[src/rtl/tcbt_pkg.sv]
`default_nettype none

package tcbt_pkg;

  // Phase slots carried by the ports; a build may use fewer
  localparam int unsigned NUM_SLOTS = 3;
  localparam int unsigned SLOT_W    = 2;
  localparam int unsigned QDEPTH    = 2;

  localparam int unsigned CUR_W   = 16;
  localparam int unsigned VOLT_W  = 16;
  localparam int unsigned REACT_W = 32;
  localparam int unsigned CFG_W   = 16;
  localparam int unsigned CIDX_W  = 2;
  // 5*I*V and 6*Q both fit a 37-bit signed word
  localparam int unsigned CMP_W   = 37;

  localparam logic [CIDX_W-1:0] CFG_VLOSS_THRESH       = 2'd0;
  localparam logic [CIDX_W-1:0] CFG_ENABLE_DELAY_TICKS = 2'd1;
  localparam logic [CIDX_W-1:0] CFG_TRIP_DELAY_TICKS   = 2'd2;

  localparam logic [CFG_W-1:0] VLOSS_THRESH_RST       = 16'd0;
  localparam logic [CFG_W-1:0] ENABLE_DELAY_TICKS_RST = 16'd100;
  localparam logic [CFG_W-1:0] TRIP_DELAY_TICKS_RST   = 16'd500;

  typedef struct packed {
    logic [CFG_W-1:0] vloss_thresh;
    logic [CFG_W-1:0] enable_delay_ticks;
    logic [CFG_W-1:0] trip_delay_ticks;
  } cfg_t;

  // Classified tick handed from the front to the back
  typedef struct packed {
    logic                 start_ok;
    logic [NUM_SLOTS-1:0] out_band;
  } class_t;

endpackage

`default_nettype wire

[src/rtl/tcbt_if.sv]
`default_nettype none

interface tcbt_item_if;
  logic               valid;
  logic               ready;
  logic [15:0]        current_ab;
  logic [15:0]        current_bc;
  logic [15:0]        current_ca;
  logic [15:0]        voltage_ab;
  logic [15:0]        voltage_bc;
  logic [15:0]        voltage_ca;
  logic signed [31:0] reactive_ab;
  logic signed [31:0] reactive_bc;
  logic signed [31:0] reactive_ca;
  logic               regulation_on;
  logic               started;
  logic               manual_angle_mode;

  modport source (
    output valid, current_ab, current_bc, current_ca, voltage_ab, voltage_bc, voltage_ca,
           reactive_ab, reactive_bc, reactive_ca, regulation_on, started, manual_angle_mode,
    input  ready
  );
  modport sink (
    input  valid, current_ab, current_bc, current_ca, voltage_ab, voltage_bc, voltage_ca,
           reactive_ab, reactive_bc, reactive_ca, regulation_on, started, manual_angle_mode,
    output ready
  );
endinterface

interface tcbt_result_if;
  logic valid;
  logic ready;
  logic checking;
  logic pick_ab;
  logic pick_bc;
  logic pick_ca;
  logic trip_ab;
  logic trip_bc;
  logic trip_ca;

  modport source (
    output valid, checking, pick_ab, pick_bc, pick_ca, trip_ab, trip_bc, trip_ca,
    input  ready
  );
  modport sink (
    input  valid, checking, pick_ab, pick_bc, pick_ca, trip_ab, trip_bc, trip_ca,
    output ready
  );
endinterface

`default_nettype wire

[src/rtl/three_phase_current_band_trip.sv]
// Channel  Dir  Handshake      Carries
// item_i   in   valid/ready    currents, voltages, reactive refs, mode flags
// result_o out  valid/ready    checking, picks and latched trips per phase
// cfg      in   cfg_we_i       register index and 16-bit data, no read-back
//
// In the front, one product a cycle goes through the shared 16x16 multiplier,
// each phase's compare following in the next cycle, and a new item is taken
// in the cycle the previous one is queued. The back updates the on-delays and
// trip latches once for each item it pops from the queue.
// Reset clears the registers to 0/100/500 and the delay counters, delay flags and trips.
// A stalled result_o holds in its output register; the two-entry queue lets
// the front keep working until it fills.
`default_nettype none

module three_phase_current_band_trip #(
  parameter int unsigned PHASES = 3
) (
  input  wire logic                          clk_i,
  input  wire logic                          rst_ni,
  tcbt_item_if.sink                          item_i,
  tcbt_result_if.source                      result_o,
  input  wire logic                          cfg_we_i,
  input  wire logic [tcbt_pkg::CIDX_W-1:0]   cfg_idx_i,
  input  wire logic [tcbt_pkg::CFG_W-1:0]    cfg_data_i
);

  tcbt_pkg::cfg_t   cfg_q;
  logic             push;
  logic             full;
  logic             pop;
  logic             q_valid;
  tcbt_pkg::class_t push_data;
  tcbt_pkg::class_t pop_data;

  always_ff @(posedge clk_i or negedge rst_ni) begin
    if (!rst_ni) begin
      cfg_q.vloss_thresh       <= tcbt_pkg::VLOSS_THRESH_RST;
      cfg_q.enable_delay_ticks <= tcbt_pkg::ENABLE_DELAY_TICKS_RST;
      cfg_q.trip_delay_ticks   <= tcbt_pkg::TRIP_DELAY_TICKS_RST;
    end else if (cfg_we_i) begin
      case (cfg_idx_i)
        tcbt_pkg::CFG_VLOSS_THRESH:       cfg_q.vloss_thresh       <= cfg_data_i;
        tcbt_pkg::CFG_ENABLE_DELAY_TICKS: cfg_q.enable_delay_ticks <= cfg_data_i;
        tcbt_pkg::CFG_TRIP_DELAY_TICKS:   cfg_q.trip_delay_ticks   <= cfg_data_i;
        default: begin
        end
      endcase
    end
  end

  tcbt_front #(
    .PHASES (PHASES)
  ) u_front (
    .clk_i       (clk_i),
    .rst_ni      (rst_ni),
    .item_i      (item_i),
    .cfg_i       (cfg_q),
    .full_i      (full),
    .push_o      (push),
    .push_data_o (push_data)
  );

  tcbt_queue u_queue (
    .clk_i   (clk_i),
    .rst_ni  (rst_ni),
    .push_i  (push),
    .data_i  (push_data),
    .full_o  (full),
    .pop_i   (pop),
    .valid_o (q_valid),
    .data_o  (pop_data)
  );

  tcbt_back u_back (
    .clk_i    (clk_i),
    .rst_ni   (rst_ni),
    .valid_i  (q_valid),
    .data_i   (pop_data),
    .pop_o    (pop),
    .cfg_i    (cfg_q),
    .result_o (result_o)
  );

endmodule

`default_nettype wire

[src/rtl/tcbt_front.sv]
`default_nettype none

module tcbt_front #(
  parameter int unsigned PHASES = 3
) (
  input  wire logic             clk_i,
  input  wire logic             rst_ni,
  tcbt_item_if.sink             item_i,
  input  wire tcbt_pkg::cfg_t   cfg_i,
  input  wire logic             full_i,
  output logic                  push_o,
  output tcbt_pkg::class_t      push_data_o
);

  localparam int unsigned StepW = $clog2(PHASES + 1);
  localparam logic [StepW-1:0] LastStep = StepW'(PHASES);

  logic                 busy_q;
  logic [StepW-1:0]     step_q;
  logic [15:0]          cur_q   [tcbt_pkg::NUM_SLOTS];
  logic [15:0]          volt_q  [tcbt_pkg::NUM_SLOTS];
  logic signed [31:0]   react_q [tcbt_pkg::NUM_SLOTS];
  logic                 start_ok_q;

  logic [31:0]                           prod_q;
  logic signed [tcbt_pkg::CMP_W-1:0]     q6_q;
  logic signed [tcbt_pkg::CMP_W-1:0]     q4_q;
  logic                                  lim_ok_q;
  logic [tcbt_pkg::NUM_SLOTS-1:0]        oob_q;
  logic [tcbt_pkg::NUM_SLOTS-1:0]        oob_d;

  logic                                  fire;
  logic                                  at_last;
  logic                                  mul_en;
  logic [tcbt_pkg::SLOT_W-1:0]           mul_idx;
  logic [tcbt_pkg::SLOT_W-1:0]           cmp_idx;
  logic signed [tcbt_pkg::CMP_W-1:0]     q_ext;
  logic signed [tcbt_pkg::CMP_W-1:0]     lhs;
  logic                                  cmp_oob;

  assign at_last = busy_q && (step_q == LastStep);
  assign push_o  = at_last && !full_i;
  // Take the next item in the cycle the current one leaves
  assign item_i.ready = !busy_q || push_o;
  assign fire    = item_i.valid && item_i.ready;

  assign mul_en  = busy_q && (step_q < LastStep);
  assign mul_idx = tcbt_pkg::SLOT_W'(step_q);
  assign cmp_idx = tcbt_pkg::SLOT_W'(step_q - StepW'(1));

  assign q_ext = tcbt_pkg::CMP_W'(react_q[mul_idx]);
  assign lhs   = $signed({3'b000, prod_q, 2'b00}) + $signed({5'b00000, prod_q});
  assign cmp_oob = lim_ok_q && ((lhs > q6_q) || (lhs < q4_q));

  always_comb begin
    oob_d = oob_q;
    if (busy_q && (step_q != '0)) begin
      oob_d[cmp_idx] = cmp_oob;
    end
  end

  assign push_data_o.start_ok = start_ok_q;
  assign push_data_o.out_band = oob_d;

  always_ff @(posedge clk_i or negedge rst_ni) begin
    if (!rst_ni) begin
      busy_q <= 1'b0;
      step_q <= '0;
      oob_q  <= '0;
    end else if (fire) begin
      busy_q <= 1'b1;
      step_q <= '0;
      oob_q  <= '0;
    end else if (busy_q) begin
      oob_q <= oob_d;
      if (mul_en) begin
        step_q <= step_q + StepW'(1);
      end else if (!full_i) begin
        busy_q <= 1'b0;
      end
    end
  end

  // Hold the item's payload while the phases go through the multiplier
  always_ff @(posedge clk_i) begin
    if (fire) begin
      cur_q[0]   <= item_i.current_ab;
      cur_q[1]   <= item_i.current_bc;
      cur_q[2]   <= item_i.current_ca;
      volt_q[0]  <= item_i.voltage_ab;
      volt_q[1]  <= item_i.voltage_bc;
      volt_q[2]  <= item_i.voltage_ca;
      react_q[0] <= item_i.reactive_ab;
      react_q[1] <= item_i.reactive_bc;
      react_q[2] <= item_i.reactive_ca;
      start_ok_q <= !item_i.regulation_on && item_i.started && !item_i.manual_angle_mode;
    end
  end

  // One phase a cycle: product and scaled reference now, compare next cycle
  always_ff @(posedge clk_i) begin
    if (mul_en) begin
      prod_q   <= 32'(cur_q[mul_idx]) * 32'(volt_q[mul_idx]);
      q4_q     <= q_ext <<< 2;
      q6_q     <= (q_ext <<< 2) + (q_ext <<< 1);
      lim_ok_q <= volt_q[mul_idx] > cfg_i.vloss_thresh;
    end
  end

endmodule

`default_nettype wire

[src/rtl/tcbt_queue.sv]
`default_nettype none

module tcbt_queue (
  input  wire logic             clk_i,
  input  wire logic             rst_ni,
  input  wire logic             push_i,
  input  wire tcbt_pkg::class_t data_i,
  output logic                  full_o,
  input  wire logic             pop_i,
  output logic                  valid_o,
  output tcbt_pkg::class_t      data_o
);

  localparam int unsigned PtrW = $clog2(tcbt_pkg::QDEPTH);
  localparam int unsigned CntW = $clog2(tcbt_pkg::QDEPTH + 1);

  tcbt_pkg::class_t  mem_q [tcbt_pkg::QDEPTH];
  logic [PtrW-1:0]   wr_q;
  logic [PtrW-1:0]   rd_q;
  logic [CntW-1:0]   cnt_q;
  logic              do_push;
  logic              do_pop;

  assign full_o  = cnt_q == CntW'(tcbt_pkg::QDEPTH);
  assign valid_o = cnt_q != '0;
  assign data_o  = mem_q[rd_q];
  assign do_push = push_i && !full_o;
  assign do_pop  = pop_i && valid_o;

  always_ff @(posedge clk_i or negedge rst_ni) begin
    if (!rst_ni) begin
      wr_q  <= '0;
      rd_q  <= '0;
      cnt_q <= '0;
    end else begin
      if (do_push) begin
        wr_q <= (wr_q == PtrW'(tcbt_pkg::QDEPTH - 1)) ? '0 : wr_q + PtrW'(1);
      end
      if (do_pop) begin
        rd_q <= (rd_q == PtrW'(tcbt_pkg::QDEPTH - 1)) ? '0 : rd_q + PtrW'(1);
      end
      if (do_push && !do_pop) begin
        cnt_q <= cnt_q + CntW'(1);
      end else if (do_pop && !do_push) begin
        cnt_q <= cnt_q - CntW'(1);
      end
    end
  end

  always_ff @(posedge clk_i) begin
    if (do_push) begin
      mem_q[wr_q] <= data_i;
    end
  end

endmodule

`default_nettype wire

[src/rtl/tcbt_back.sv]
`default_nettype none

module tcbt_back (
  input  wire logic             clk_i,
  input  wire logic             rst_ni,
  input  wire logic             valid_i,
  input  wire tcbt_pkg::class_t data_i,
  output logic                  pop_o,
  input  wire tcbt_pkg::cfg_t   cfg_i,
  tcbt_result_if.source         result_o
);

  typedef struct packed {
    logic [15:0] count;
    logic        flag;
  } dly_t;

  // On-delay: clear while low, set once the count has reached the delay
  function automatic dly_t dly_step(input logic in, input logic prev,
                                    input logic [15:0] count, input logic [15:0] delay);
    dly_t r;
    r.count = count;
    r.flag  = prev;
    if (!in) begin
      r.count = '0;
      r.flag  = 1'b0;
    end else if (count >= delay) begin
      r.flag = 1'b1;
    end else begin
      r.count = count + 16'd1;
    end
    return r;
  endfunction

  logic [15:0]                    en_cnt_q;
  logic                           en_flag_q;
  logic [15:0]                    pcnt_q [tcbt_pkg::NUM_SLOTS];
  logic [tcbt_pkg::NUM_SLOTS-1:0] pdel_q;
  logic [tcbt_pkg::NUM_SLOTS-1:0] trip_q;

  dly_t                           en_d;
  dly_t                           pd_d [tcbt_pkg::NUM_SLOTS];
  logic [tcbt_pkg::NUM_SLOTS-1:0] pick_d;
  logic [tcbt_pkg::NUM_SLOTS-1:0] trip_d;

  logic                           out_valid_q;
  logic                           out_chk_q;
  logic [tcbt_pkg::NUM_SLOTS-1:0] out_pick_q;

  assign pop_o = valid_i && (!out_valid_q || result_o.ready);

  always_comb begin
    en_d = dly_step(data_i.start_ok, en_flag_q, en_cnt_q, cfg_i.enable_delay_ticks);
    for (int p = 0; p < tcbt_pkg::NUM_SLOTS; p++) begin
      pick_d[p] = data_i.out_band[p] && en_d.flag;
      pd_d[p]   = dly_step(pick_d[p], pdel_q[p], pcnt_q[p], cfg_i.trip_delay_ticks);
      trip_d[p] = trip_q[p] || pd_d[p].flag;
    end
  end

  always_ff @(posedge clk_i or negedge rst_ni) begin
    if (!rst_ni) begin
      en_cnt_q    <= '0;
      en_flag_q   <= 1'b0;
      pdel_q      <= '0;
      trip_q      <= '0;
      out_valid_q <= 1'b0;
      for (int p = 0; p < tcbt_pkg::NUM_SLOTS; p++) begin
        pcnt_q[p] <= '0;
      end
    end else if (pop_o) begin
      en_cnt_q    <= en_d.count;
      en_flag_q   <= en_d.flag;
      trip_q      <= trip_d;
      out_valid_q <= 1'b1;
      for (int p = 0; p < tcbt_pkg::NUM_SLOTS; p++) begin
        pcnt_q[p] <= pd_d[p].count;
        pdel_q[p] <= pd_d[p].flag;
      end
    end else if (result_o.ready) begin
      out_valid_q <= 1'b0;
    end
  end

  always_ff @(posedge clk_i) begin
    if (pop_o) begin
      out_chk_q  <= en_d.flag;
      out_pick_q <= pick_d;
    end
  end

  assign result_o.valid    = out_valid_q;
  assign result_o.checking = out_chk_q;
  assign result_o.pick_ab  = out_pick_q[0];
  assign result_o.pick_bc  = out_pick_q[1];
  assign result_o.pick_ca  = out_pick_q[2];
  // Trip flags only change on a pop, so the live latch equals the held result
  assign result_o.trip_ab  = trip_q[0];
  assign result_o.trip_bc  = trip_q[1];
  assign result_o.trip_ca  = trip_q[2];

endmodule

`default_nettype wire

[src/flat_wrapper.sv]
// flat-port wrapper written by rule: the top's interface ports become plain ports
module three_phase_current_band_trip_flat 
#(
  parameter int unsigned PHASES = 3
)
  (clk_i, rst_ni, cfg_we_i, cfg_idx_i, cfg_data_i, item_i_valid, item_i_current_ab, item_i_current_bc, item_i_current_ca, item_i_voltage_ab, item_i_voltage_bc, item_i_voltage_ca, item_i_reactive_ab, item_i_reactive_bc, item_i_reactive_ca, item_i_regulation_on, item_i_started, item_i_manual_angle_mode, item_i_ready, result_o_valid, result_o_checking, result_o_pick_ab, result_o_pick_bc, result_o_pick_ca, result_o_trip_ab, result_o_trip_bc, result_o_trip_ca, result_o_ready);
  tcbt_item_if item_i_i ();
  tcbt_result_if result_o_i ();
  input  wire logic clk_i;
  input  wire logic rst_ni;
  input  wire logic cfg_we_i;
  input  wire logic [tcbt_pkg::CIDX_W-1:0] cfg_idx_i;
  input  wire logic [tcbt_pkg::CFG_W-1:0] cfg_data_i;
  input wire logic [$bits(item_i_i.valid)-1:0] item_i_valid;
  input wire logic [$bits(item_i_i.current_ab)-1:0] item_i_current_ab;
  input wire logic [$bits(item_i_i.current_bc)-1:0] item_i_current_bc;
  input wire logic [$bits(item_i_i.current_ca)-1:0] item_i_current_ca;
  input wire logic [$bits(item_i_i.voltage_ab)-1:0] item_i_voltage_ab;
  input wire logic [$bits(item_i_i.voltage_bc)-1:0] item_i_voltage_bc;
  input wire logic [$bits(item_i_i.voltage_ca)-1:0] item_i_voltage_ca;
  input wire logic [$bits(item_i_i.reactive_ab)-1:0] item_i_reactive_ab;
  input wire logic [$bits(item_i_i.reactive_bc)-1:0] item_i_reactive_bc;
  input wire logic [$bits(item_i_i.reactive_ca)-1:0] item_i_reactive_ca;
  input wire logic [$bits(item_i_i.regulation_on)-1:0] item_i_regulation_on;
  input wire logic [$bits(item_i_i.started)-1:0] item_i_started;
  input wire logic [$bits(item_i_i.manual_angle_mode)-1:0] item_i_manual_angle_mode;
  output wire logic [$bits(item_i_i.ready)-1:0] item_i_ready;
  output wire logic [$bits(result_o_i.valid)-1:0] result_o_valid;
  output wire logic [$bits(result_o_i.checking)-1:0] result_o_checking;
  output wire logic [$bits(result_o_i.pick_ab)-1:0] result_o_pick_ab;
  output wire logic [$bits(result_o_i.pick_bc)-1:0] result_o_pick_bc;
  output wire logic [$bits(result_o_i.pick_ca)-1:0] result_o_pick_ca;
  output wire logic [$bits(result_o_i.trip_ab)-1:0] result_o_trip_ab;
  output wire logic [$bits(result_o_i.trip_bc)-1:0] result_o_trip_bc;
  output wire logic [$bits(result_o_i.trip_ca)-1:0] result_o_trip_ca;
  input wire logic [$bits(result_o_i.ready)-1:0] result_o_ready;
  assign item_i_i.valid = item_i_valid;
  assign item_i_i.current_ab = item_i_current_ab;
  assign item_i_i.current_bc = item_i_current_bc;
  assign item_i_i.current_ca = item_i_current_ca;
  assign item_i_i.voltage_ab = item_i_voltage_ab;
  assign item_i_i.voltage_bc = item_i_voltage_bc;
  assign item_i_i.voltage_ca = item_i_voltage_ca;
  assign item_i_i.reactive_ab = item_i_reactive_ab;
  assign item_i_i.reactive_bc = item_i_reactive_bc;
  assign item_i_i.reactive_ca = item_i_reactive_ca;
  assign item_i_i.regulation_on = item_i_regulation_on;
  assign item_i_i.started = item_i_started;
  assign item_i_i.manual_angle_mode = item_i_manual_angle_mode;
  assign item_i_ready = item_i_i.ready;
  assign result_o_valid = result_o_i.valid;
  assign result_o_checking = result_o_i.checking;
  assign result_o_pick_ab = result_o_i.pick_ab;
  assign result_o_pick_bc = result_o_i.pick_bc;
  assign result_o_pick_ca = result_o_i.pick_ca;
  assign result_o_trip_ab = result_o_i.trip_ab;
  assign result_o_trip_bc = result_o_i.trip_bc;
  assign result_o_trip_ca = result_o_i.trip_ca;
  assign result_o_i.ready = result_o_ready;
  three_phase_current_band_trip #(.PHASES(PHASES)) u_core (.clk_i(clk_i), .rst_ni(rst_ni), .item_i(item_i_i), .result_o(result_o_i), .cfg_we_i(cfg_we_i), .cfg_idx_i(cfg_idx_i), .cfg_data_i(cfg_data_i));
endmodule
[config.mk]
export PLATFORM = sky130hd
export DESIGN_NAME = three_phase_current_band_trip_flat
export DESIGN_NICKNAME = d
export VERILOG_FILES = /design/src/rtl/tcbt_pkg.sv /design/src/rtl/tcbt_if.sv /design/src/rtl/three_phase_current_band_trip.sv /design/src/rtl/tcbt_front.sv /design/src/rtl/tcbt_queue.sv /design/src/rtl/tcbt_back.sv /design/src/flat_wrapper.sv
export SDC_FILE = /design/constraint.sdc
export NUM_CORES = 1
export LEC_CHECK = 0
export ABC_AREA = 1
export CAP_MARGIN = 0
export CORE_MARGIN = 5
export CORE_UTILIZATION = 50
export CTS_BUF_LIST = sky130_fd_sc_hd__clkbuf_4 sky130_fd_sc_hd__clkbuf_8
export DETAILED_ROUTE_END_ITERATION = 7
export DONT_BUFFER_PORTS = 1
export GPL_TIMING_DRIVEN = 0
export PLACE_DENSITY = 0.7
export SLEW_MARGIN = 25
export SYNTH_ARGS = -nofsm -noshare
export SYNTH_HDL_FRONTEND = slang
export SYNTH_SLANG_ARGS = --single-unit
[constraint.sdc]
create_clock -name clk_i -period 7.86 [get_ports clk_i]
set_input_delay 1.179 -clock clk_i [delete_from_list [all_inputs] [get_ports clk_i]]
set_output_delay 1.179 -clock clk_i [all_outputs]
set_load 0.005 [all_outputs]
# Word level (Yosys, flattened, before mapping)
# Memories as Yosys holds them, arrays and structs flattened.
# Index checks and enable logic that the tools add are counted.
[classes] n_addsub=12 mul=1 order_cmp=10 n_eq_ne=8 mux=35 n_reduce_logical=45
[op_table] op="$mux 17" count=4
[op_table] op="$add 16x1->16 const B" count=4
[op_table] op="$ge 16x16->1" count=4
[op_table] op="$mux 16" count=4
[op_table] op="$gt 36x37->1" count=1
[op_table] op="$lt 36x34->1" count=1
[op_table] op="$add 34x32->35" count=1
[op_table] op="$add 34x33->35" count=1
[op_table] op="$mul 16x16->32" count=1
[op_table] op="$logic_and 1x1->1" count=17
[op_table] op="$mux 1" count=17
[op_table] op="$gt 16x16->1" count=1
[op_table] op="$reduce_and 2->1" count=8
[op_table] op="$reduce_bool 2->1" count=6
[op_table] op="$mux 2" count=5
[op_table] op="$mux 3" count=3
[op_table] op="$ne 2x2->1 const B" count=4
[op_table] op="$logic_not 1->1" count=7
[op_table] op="$eq 2x2->1 const B" count=3
[op_table] op="$logic_or 1x1->1" count=6
[op_table] op="$add 2x1->2 const B" count=2
[op_table] op="$sub 2x1->2 const B" count=2
[op_table] op="$bwmux 3" count=1
[op_table] op="$lt 2x3->1 const B" count=1
[op_table] op="other kinds (6)" count=7
[totals] regBits=237 ram_bits=200 in_bits=218 output_inout_bits=9 wordCells=139 memories=4
[mem_list] memory="u_core.u_front.react_q" depth=3 word_bits=32 read_ports=1 rd_ports_with_merged_regs=0 wr=3 line="tcbt_front.sv:22" source="logic signed [31:0] react_q [tcbt_pkg::NUM_SLOTS];"
[mem_list] memory="u_core.u_front.cur_q" depth=3 word_bits=16 read_ports=1 rd_ports_with_merged_regs=0 wr=3 line="tcbt_front.sv:20" source="logic [15:0] cur_q [tcbt_pkg::NUM_SLOTS];"
[mem_list] memory="u_core.u_front.volt_q" depth=3 word_bits=16 read_ports=1 rd_ports_with_merged_regs=0 wr=3 line="tcbt_front.sv:21" source="logic [15:0] volt_q [tcbt_pkg::NUM_SLOTS];"
[mem_list] memory="u_core.u_queue.mem_q" depth=2 word_bits=4 read_ports=1 rd_ports_with_merged_regs=0 wr=1 line="tcbt_queue.sv:17" source="tcbt_pkg::class_t mem_q [tcbt_pkg::QDEPTH];"

# Logic depth before layout (Yosys ltp)
# Gate-level depths: netlist of run 1.
[depth] ltp_word=9 depth_mapped=30 ltp_nobuf=27

# Modules after synthesis
# A second synthesis of run 1 with hierarchy kept.
[hier_totals] cells_unflattened=3735 area_unflattened_um2=33293.2
[by_module_without_submodules] mod="tcbt_front" n_inst=1 cells_each=2634 area_per_inst_um2=24679.9 seq_area_each_um2=8858.5
[by_module_without_submodules] mod="tcbt_back" n_inst=1 cells_each=835 area_per_inst_um2=6029.5 seq_area_each_um2=1921.8
[by_module_without_submodules] mod="three_phase_current_band_trip" n_inst=1 cells_each=214 area_per_inst_um2=2055.7 seq_area_each_um2=1212.4
[by_module_without_submodules] mod="tcbt_queue" n_inst=1 cells_each=52 area_per_inst_um2=528.0 seq_area_each_um2=340.3

# Least setup slack after synthesis of run 1
# OpenSTA, ideal clock, no wires.
[synth_path] path_kind="register to register" startpoint="register u_core.u_front.step_q[0] (netlist: u_core.u_front.mul_idx[0])" endpoint="register u_core.u_front.prod_q[25], data pin" setup_time_ns=0.262 t_arrival_ns=5.939 required_time_ns=7.598 slack_ns=1.659 stages_incl_launch_ff=25 period_less_slack_ns=6.201 path_cell_list="dfrtp_1 -> buf_2 -> clkbuf_1 -> or2_2 -> o211ai_1 -> o21ai_2 -> inv_1 -> nor2_1 -> fa_1 -> inv_1 -> fa_1 -> inv_1 -> fa_1 -> fa_1 -> fa_1 -> inv_1 -> fa_1 -> inv_1 -> ha_1 -> nand2_1 -> nor4_1 -> a21oi_1 -> o21ai_2 -> a21oi_1 -> xor2_1"
[synth_via] elab_chain_cells=2 elab_cells_between_ends=3 classes_between="mul (1); memory (2)"
[synth_lines] element="start: declaration" line="tcbt_front.sv:19" source="logic [StepW-1:0] step_q;"
[synth_lines] element="start signal: assignment" line="tcbt_front.sv:77" source="step_q <= step_q + StepW'(1);"
[synth_lines] element="$mem_v2 3x16, on equally long branches"
[synth_lines] element="$mul 16x16->32 *" line="tcbt_front.sv:103" source="prod_q <= 32'(cur_q[mul_idx]) * 32'(volt_q[mul_idx]);"
[synth_lines] element="end signal: assignment" line="tcbt_front.sv:103"
[synth_lines] element="end: declaration" line="tcbt_front.sv:25" source="logic [31:0] prod_q;"
# Mark *: on every way between the ends. The rest lies on a longest branch, timed or not.
# A chain may end at the register's enable or synchronous reset.

# Worst setup path in the final report of run 1
[layout_path] startpoint="register u_core.u_front.step_q[1] (netlist: u_core.u_front.mul_idx[1])" endpoint="register u_core.u_front.prod_q[31], data pin"
# Same word-level chain as after synthesis.

==> results of run 1 <==
-- cell usage after synthesis (5+ instances only) --
cell type	count
xor2_1	77
nand2_1	654
buf_2	44
ha_1	321
nor2_1	379
dfstp_2	9
o21ai_2	21
o21a_1	7
clkbuf_1	18
fa_1	196
nand2_2	5
xnor2_1	38
inv_1	610
a21oi_1	248
edfxtp_1	302
a21o_1	20
nor4_2	6
o31ai_1	8
o21ai_0	135
nand3_2	8
o21ai_1	12
dfrtp_1	121
nand3_1	110
o31ai_2	7
o21bai_1	11
nor3_1	32
o211ai_1	43
or2_2	39
a31oi_1	15
nor4_1	7
nand4_1	26
inv_2	16
-- per-stage QoR --
stage | setup WS, ns | cells | util, % | instance area (um^2)
global placement | 0.283 | 4454 | 52.3 | 33700
CTS | 0.260 | 4588 | 54.8 | 35400
finish | 0.560 | 4595 | 54.8 | 35400
global route | 0.0486 | 4595 | 54.8 | 35400
floorplan | 1.66 | 3599 | - | 32700
detailed placement | 0.251 | 4458 | 52.4 | 33900
-- layout by cell type, fill, tap and decap left out, drive strengths merged --
cell      instances
nand2           663
inv             629
nor2            385
ha              321
edfxtp          302
a21oi           251
fa              196
o21ai           168
dfrtp           121
clkbuf          121
nand3           120
xor2             77
buf              59
o211ai           43
or2              40
xnor2            38
nor3             35
nand4            27
a21o             20
clkinv           17
a31oi            15
o31ai            15
nor4             13
o21bai           11
dfstp             9
diode             7
o21a              7
bufinv            6
nor3b             4
nand3b            3
mux2              3
a21boi            3
o221ai            2
a211oi            2
a32oi             2
and2              2
clkinvlp          2
o221a             1
-- metal layers --
metal,up-vias,global-route usage [%]
met4,10,8.32
met3,185,6.63
met1,11700,30.8
met2,890,37.4
met5,-,0
li1,11900,-
-- flip-flops by register name, summed over array words and instances (netlist names), 2 cells and up --
register and flops:
u_core.u_front.react_q 96, u_core.cfg_q 48, u_core.u_back.pcnt_q 48, u_core.u_front.cur_q 48, u_core.u_front.volt_q 48, u_core.u_front.q6_q 33
u_core.u_front.prod_q 32, u_core.u_front.q4_q 31, u_core.u_back.en_cnt_q 16, u_core.u_queue.mem_q 8, u_core.u_back.out_pick_q 3, u_core.u_back.pdel_q 3
u_core.u_back.trip_q 3, u_core.u_front.oob_q 3, u_core.u_front.mul_idx 2, u_core.u_queue.cnt_q 2
-- worst paths after layout --
kind	start	to	cells past startpoint	slack [ns]
setup / recovery	u_core.u_front.mul_idx[1]	u_core.u_front.prod_q[31]	23	0.56
hold / removal	rst_ni	u_core.cfg_q[31]	0	0.22
setup reg to reg	u_core.u_front.mul_idx[1]	u_core.u_front.prod_q[31]	23	0.56
hold reg to reg	u_core.cfg_q[14]	u_core.cfg_q[14]	2	0.49
max in group asynchronous	rst_ni	u_core.cfg_q[7]	0	7.39
min in group clk_i	u_core.cfg_q[14]	u_core.cfg_q[14]	2	0.49
-- final cells by class --
type | count | area [um^2]
fill | 5766 | 29200
multi-input combinational | 2467 | 17600
sequential | 432 | 12300
inverter | 627 | 2360
clock buffer | 103 | 1250
tap | 855 | 1070
buffer | 73 | 392
clock inverter | 27 | 297
timing repair buffer | 4 | 87.6
antenna | 7 | 17.5
-- cells by family (layout without fill, tap and decap cells) --
| logic type | count (synthesis) | in the layout | share of synthesized area, % |
|---|---|---|---|
| AOI/OAI and AO/OA | 540 | 540 | 9.60 |
| muxes | 3 | 3 | 0.103 |
| xor gates and xnor gates | 115 | 115 | 3.08 |
| and+or+nand+nor | 1292 | 1292 | 16.8 |
| buffers and inverters | 700 | 834 | 8.40 |
| other | 0 | 7 | 0 |
| DFF | 432 | 432 | 37.7 |
| adders and majority gates | 517 | 517 | 24.3 |
==> results.yml, run 1 <==
outcome:
  outcome: "complete, no violations"
timing:
  finalClockSkew_ns: 0.0449
  report.final.slew_viol_count: 0
  hold_viol: 0
  setup_viol: 0
  timing.slew.headroom_pct: 40.0
  fin_crit_sh_pct: 92.9
  clock.fmax_ghz: 0.137
  period_minus_slack_ns: 7.30
  whs_ns: 0.222
  fin_setup_tns_ns: 0
  rsz0062_at_grt: "false"
  tightest_slew_ns: 0.891
layout:
  syn_to_final_growth_pct: 8.40
  drive_gt1_share_pct: 8.52
  nets: 4413
synthesis:
  synth.avg_cell_area_um2: 9.08
  synthArstFlopShare_pct: 30.1
  synth_fp_nets: 4334
  synth_cells: 3599
  synth-main-ff-cell: "edfxtp_1"
  syn_area_um2: 32700
  synth-seq-cells: 432
  seq_area_frac_synth_pct: 37.7
  netlist.area_leader.share_pct: 27.8
  yosys_warnings: 0
  synth_cell_types: 57
  synth_edf_count: 302
  synthTopCellsByArea: "edfxtp_1 (28%), ha_1 (12%), fa_1 (12%), dfrtp_1 (9.3%), nand2_1 (7.5%)"
  yosysTopAreaCell: "edfxtp_1"
routing:
  highest_layer: "met5"
  dr_wl_met2_um: 37100
  vias_per_cell: 5.38
  wl_met1_um: 35000
  wl_per_cell_um: 18.0
  detail-route-antenna-nets: 0
  drt-initial-drc-count: 1855
  drt-total-wl_um: 82700
  drt_pass1_iterations: 5
  wl_met3_um: 7400
  drc_errors: 0
  via_count: 24700
die:
  fp.dieArea_um2: 70600
  rows: 93
  die_y_um: 266
  chipWidth_um: 266
  core-area_um2: 64600
  ios: 227
  initial_core_util_pct: 50.6
global_route:
  grt_pass1_wl_um: 131000
  groute.usage.overall_pct: 23.4
  grt_max_degree: 131
  antenna_found_initial: 14
  grt-ovfl-total: 0
  grt_pass1_vias: 24700
clocking:
  clk_latency_ns: 0.67
  htree_levels: 3
  numCtsBuffers: 73
  cts_tree: "yes"
  cts_resized: 0
  cts_sinks: 432
  root_buffer: "clkbuf_8"
  cts_buffer_depth: 3
  post-cts-setup-buffers: 0
  clk_pin_slew_ns: 0.06
  hold_buffers: 0
worst_setup_path:
  path_delay_family: "adder cells"
  path_max_fanout: 10
  path_class: "register to register"
  slowest_stage: "o21ai_1"
  critPathCaptureType: "register"
  cp_common_cell: "fa_1"
  required_ns: 8.28
  crit_chain: "inv_2 > buf_2 > o21ai_1 > buf_2 > nand2_1 > fa_1 > inv_1 > fa_1 > fa_1 > fa_1 > fa_1 > inv_1 > fa_1 > inv_1 > ha_1 > nand2_1 > nor2_1 > inv_1 > nor3_1 > nand4_1 > nand3_1 > a31oi_1 > xor2_1"
  critPathMaxStageDelay_ns: 0.71
  startpoint_type: "register"
  path_buf_inv: 7
  critical_path_arrival_ns: 7.72
flow_run:
  cap_viol_max_count: 0
min_path:
  hold_class: "primary input to asynchronous set/reset pin"
placed_design:
  hpwlAfterDp_um: 64400
  gp_congestion: 0.926
  io_buffers: 0
Power of run 1 is left out: the tool's default activity adds up to more than one toggle a clock period on the data nets, which glitch-free logic cannot reach.
==> run 2, diff against run 1 <==
- RECOVER_POWER: unset -> 50
==> results.yml, run 2 (same netlist as run 1, synthesis figures left out) <==
placed_design:
  gp_congestion: 0.926
  hpwlAfterDp_um: 64400
  io_buffers: 0
  place_ws_ns: 0.251
layout:
  largest-register: "u_core.u_front.react_q"
  largest_reg_flops: 96
  drive_gt1_share_pct: 8.30
  nets: 4413
  syn_to_final_growth_pct: 8.19
  fillers: 5776
  layout_common_cells: "nand2_1 (654), inv_1 (610), nor2_1 (379)"
  final_common_cell: "nand2_1"
routing:
  detail-route-antenna-nets: 0
  via_count: 24700
  wl_per_cell_um: 18.0
  drt_pass1_iterations: 5
  drt-initial-drc-count: 1842
  drt-total-wl_um: 82700
  drc_errors: 0
  vias_per_cell: 5.38
global_route:
  antenna_found_initial: 14
  groute.usage.overall_pct: 23.4
  grt_max_degree: 131
  grt_pass1_wl_um: 131000
  grt_pass1_vias: 24700
  grt-ovfl-total: 0
worst_setup_path:
  r2r_end: "u_core.u_front.prod_q[31]"
  ff2ff_path_depth: 23
  path_max_fanout: 10
  reg2reg_slack_ns: 0.56
  critPathCaptureType: "register"
  worstReg2RegStart: "u_core.u_front.mul_idx[1]"
  required_ns: 8.28
  path_class: "register to register"
  startpoint_type: "register"
  critical_path_arrival_ns: 7.73
clocking:
  clk_latency_ns: 0.67
  htree_levels: 3
  cts_buffer_depth: 3
  cts_tree: "yes"
  hold_buffers: 0
  numCtsBuffers: 73
  root_buffer: "clkbuf_8"
  clk_pin_slew_ns: 0.06
  cts_sinks: 432
timing:
  rsz0062_at_grt: "false"
  tightest_slew_ns: 1.47
  fin_setup_tns_ns: 0
  report.final.slew_viol_count: 0
  setup_ws_ns: 0.556
  fin_crit_sh_pct: 92.9
  setup_viol: 0
  finalClockSkew_ns: 0.0454
  timing.slew.headroom_pct: 1.76
  hold_viol: 0
  clock.fmax_ghz: 0.137
  period_minus_slack_ns: 7.30
die:
  fp.dieArea_um2: 70600
  chipWidth_um: 266
  rows: 93
  initial_core_util_pct: 50.6
  ios: 227
  core-area_um2: 64600
  die_y_um: 266
outcome:
  outcome: "complete, no violations"
flow_run:
  cap_viol_max_count: 0
min_path:
  hold_class: "primary input to asynchronous set/reset pin"
-- run 2: changes by cell type in the layout (fill, tap and decap cells not counted), sizes merged --
| cell | delta |
|---|---|
| clkbuf | +4 |
| buf | -4 |
-- run 2: stage by stage --
step	cells	util (%)	hold slack [ns]	area, um^2
finish	4595	54.7	0.221	35400
global route	4595	54.7	0.160	35400
CTS	4588	54.8	0.132	35400
detailed placement	4458	52.4	0.473	33900
global placement	4454	52.3	0.463	33700
floorplan	3599	-	0.421	32700
-- run 2: cell type report --
class	count	area, um^2	area share, %
multi-input cells	2467	17600	49.8
flip-flops and latches	432	12300	34.9
inverters	627	2360	6.68
clock buffers	103	1250	3.53
well taps	855	1070	3.03
plain buffers	73	390	1.10
clock inverters	27	297	0.839
repair buffers	4	38.8	0.110
diodes	7	17.5	0.0495
-- run 2: worst max-delay path by stage --
stage / from / to / depth (start not counted)
floorplan: u_core.u_front.mul_idx[0] / u_core.u_front.prod_q[25] / 24
global placement: u_core.u_front.mul_idx[0] / u_core.u_front.prod_q[31] / 25
detailed placement: u_core.u_front.mul_idx[0] / u_core.u_front.prod_q[31] / 25
CTS: u_core.u_front.mul_idx[0] / u_core.u_front.prod_q[31] / 25
global route: u_core.u_front.mul_idx[1] / u_core.u_front.prod_q[31] / 24
finish: u_core.u_front.mul_idx[1] / u_core.u_front.prod_q[31] / 23
-- run 2: timing repair --
item	CTS	global route
gates resized for setup	0	4
setup endpoints to repair	0	14
setup buffers	0	0
-- run 2: worst max-delay path: stages (launching register included) --
cell and delay [ns]:
dfrtp_1 0.64, inv_2 0.20, buf_2 0.24, o21ai_1 0.71, buf_2 0.41, nand2_1 0.12, fa_1 0.52, inv_1 0.05
fa_1 0.51, fa_1 0.45, fa_1 0.52, fa_1 0.54, inv_1 0.05, fa_1 0.57, inv_1 0.06, ha_1 0.37
nand2_1 0.14, nor2_1 0.10, inv_1 0.06, nor3_1 0.22, nand4_1 0.13, nand3_1 0.19, a31oi_1 0.12, xor2_1 0.15
-- run 2: metal layers --
metal	track usage (%)	vias up	wire length, um
li1	-	11900	-
met1	30.8	11700	35200
met2	37.4	890	37200
met3	6.63	182	7180
met4	8.32	10	3050
met5	0	-	67
Power of run 2 is left out for the same reason.
